===== src/hw/rtl/mmrs_ram.sv =====
// single write port, single registered read port identifier memory
module mmrs_ram #(
    parameter int DEPTH = 256,
    parameter int AW    = 8,
    parameter int DW    = 16
) (
    input  logic          i_clk,
    input  logic          i_we,
    input  logic [AW-1:0] i_waddr,
    input  logic [DW-1:0] i_wdata,
    input  logic          i_re,
    input  logic [AW-1:0] i_raddr,
    output logic [DW-1:0] o_rdata
);

    logic [DW-1:0] r_mem [DEPTH];
    logic [DW-1:0] r_rdata;

    always_ff @(posedge i_clk) begin
        if (i_we) begin
            r_mem[i_waddr] <= i_wdata;
        end
        if (i_re) begin
            r_rdata <= r_mem[i_raddr];
        end
    end

    assign o_rdata = r_rdata;

endmodule


===== config.mk =====
export PLATFORM = sky130hd
export DESIGN_NAME = mmrs_ram
export DESIGN_NICKNAME = d
export VERILOG_FILES = /design/src/hw/rtl/mmrs_ram.sv
export SDC_FILE = /design/constraint.sdc
export NUM_CORES = 2
export LEC_CHECK = 0
export ABC_AREA = 1
export BUFFER_PORTS_ARGS = -buffer_cell sky130_fd_sc_hd__buf_2
export CELL_PAD_IN_SITES_DETAIL_PLACEMENT = 0
export CELL_PAD_IN_SITES_GLOBAL_PLACEMENT = 2
export CORE_ASPECT_RATIO = 0.9
export CORE_MARGIN = 10
export CORE_UTILIZATION = 30
export CTS_CLUSTER_SIZE = 10
export DETAILED_ROUTE_END_ITERATION = 8
export PLACE_DENSITY = 0.57
export SLEW_MARGIN = 25
export SYNTH_ARGS = -nofsm -noshare
export SYNTH_HDL_FRONTEND = slang
export SYNTH_SLANG_ARGS = --single-unit

===== constraint.sdc =====
create_clock -name i_clk -period 2.05 [get_ports i_clk]
set_input_delay 0.3075 -clock i_clk [delete_from_list [all_inputs] [get_ports i_clk]]
set_output_delay 0.3075 -clock i_clk [all_outputs]
set_load 0.02 [all_outputs]

==> qor.yml <==
rows: 259
worstSetupPathType: "reg2out"
period_share: 1.27
finalPower_mw: 182
arrival_ns: 2.29
ys_seq_area_frac: 0.744
crit_path_end_kind: "output pin"
gp_congestion: 0.807
grt_overflow: 0
syn2layout_area_growth_pct: 21.8
status: "complete, but fails checks"
clock-sinks: 4112
viasPerCell: 5.01
cts_buffer_depth: 4
firstDrtPassIters: 7
top_layer: "met5"
crit_family: "flip-flops"
clock_latency_ns: 1.04
period_needed_ns: 2.60
io_pins: 51
core_area_sq_mm: 0.552
peakVddDrop_mv: 0.741
synth_nets: 13700
grt_max_degree: 74
die_x_um: 804
hpwl_um: 378000
powerDensity_mw_per_mm2: 899
ys_types: 14
numPortBuffers: 50
start_kind: "flop"
wl_met1_um: 271000
violations: "setup timing"
cpPeakStageDelay_ns: 0.98
antenna_found_initial: 37
cp_max_fo: 1
antenna_left: 0
tightestPinTransition_ns: 0.994
netlist_area_sq_mm: 0.166
numCtsBuffers: 470
cp_num_buf_inv: 1
layout_common_cells: "4178 x nand2_1, 4112 x edfxtp_1, 3885 x nand3_1, 721 x buf_4, 573 x buf_12"
n_fill_cell: 53000
required_ns: 1.74
dr_wl_met2_um: 273000
drc: 0
relSlewSlack: 0.338
fmaxAchievable_mhz: 385
maxSlewViolCount: 0
fin_nets: 14600
routed-wl-met3_um: 30900
yosysWarnings: 0
wl_um: 590000
ys_seq_elements: 4112
grt_pass1_wl_um: 831000
die-area_sq_mm: 0.583
leakage_nw: 70.6
maxCapViolCount: 0
htreeDepth: 5
place_ws_ns: -1.56
fin_worst_skew_ns: 0.0581
cp_slowest_cell: "edfxtp_1"
initial_utilization: 0.301
setup_viol: 17
hold_viol: 0
layout_commonest_cell: "nand2_1"
routedWlPerCell_um: 26.8
vias: 110000
clkTransAtPathRegs_ns: 0.06
drive_gt1_frac: 0.147
dpl.cell_count: 21300
layoutNonFillerInstCount: 22000
rsz0062_at_grt: "true"
netlist_instances: 13600
grt_pass1_vias: 107000
cp_cell_sequence: "buf_6"
grt_usage: 0.195
synth_area_per_cell_sq_um: 12.2
holdWs_ns: 0.151
fin_ws_ns: -0.549
cts_tree: "built"
holdCritPathClass: "in2reg"
drt-initial-drc-count: 9924
dieHeight_um: 725
root_buffer: "clkbuf_16"
[cell type report]
type	count	area, sq um	area share
tap	7308	9140	0.0452
timing repair buffer	1374	17800	0.0882
antenna	15	37.5	0.000186
sequential	4112	123000	0.611
multi-input combinational	8529	38500	0.190
clock buffer	572	12300	0.0608
clock inverter	71	646	0.00319
inverter	39	200	0.000991
[report_power, final]
group	internal [mW]	total, mW	switching, mW
registers	92.7	92.9	0.154
logic	4.30	14.0	9.73
clock network	41.7	74.8	33.1
total	139	182	43.0
[synth_stat cells]
cell / n / area (sq um)
nand2_1: 4211 / 15800
edfxtp_1: 4112 / 123000
nand3_1: 4035 / 20200
buf_2: 495 / 2480
nor2_1: 283 / 1060
buf_4: 163 / 1220
clkbuf_1: 154 / 578
buf_1: 70 / 263
buf_6: 53 / 597
inv_1: 35 / 131
inv_2: 2 / 7.51
inv_4: 2 / 12.5
buf_12: 1 / 20.0
buf_8: 1 / 15.0
[worst register-to-register path: cells and delay by family, from the launching register on]
family / cells / cell delay, ns
flip-flops: 1 / 0.36
AND/OR/NAND/NOR: 10 / 1.27
buffers and inverters: 1 / 0.13
[what timing repair did]
item / CTS / global route
setup endpoints to repair: 32 / 32
gates resized for setup: 159 / 98
buffers inserted: 8 / 0
endpoints found under the hold margin: 2335 / 4
cloned: 0 / 1
pin swaps: 6 / 8
hold buffers: 17 / 1
[cell families (layout without fill, tap and decap cells)]
logic type    after synthesis  after routing  synth area share
buf+inv                   976           2056            0.0321
flops                    4112           4112             0.744
other cells                 0             15                 0
simple gates             8529           8529             0.223
[flip-flops by register name, indices dropped and copies added, names as in the netlist]
name / flops
o_rdata: 16
r_mem: 4096
[metrics by stage]
step / instance area (sq um) / TNS (ns) / util
2_1_floorplan: 166000 / -43.34 / -
3_3_place_gp: 188000 / -90.55 / 0.340
3_5_place_dp: 188000 / -93.46 / 0.340
4_1_cts: 201000 / -4.58 / 0.365
5_1_grt: 202000 / -3.55 / 0.366
6_report: 202000 / -2.58 / 0.366
[path summary, 6_finish.rpt]
check / startpoint / to / slack, ns / depth (start not counted)
setup / recovery: o_rdata[13] / o_rdata[13] / -0.55 / 1
hold / removal: i_waddr[7] / r_mem[142][11] / 0.15 / 6
setup reg to reg: r_mem[215][15] / o_rdata[15] / 0.03 / 11
hold reg to reg: r_mem[228][7] / o_rdata[7] / 1.01 / 10
[layer usage]
metal	up-vias	global-route usage
met5	-	0
met4	6	0.0497
met3	723	0.0238
met2	3126	0.313
met1	56100	0.281
li1	50400	-
Note: power is estimated with default switching activity, not from simulation.
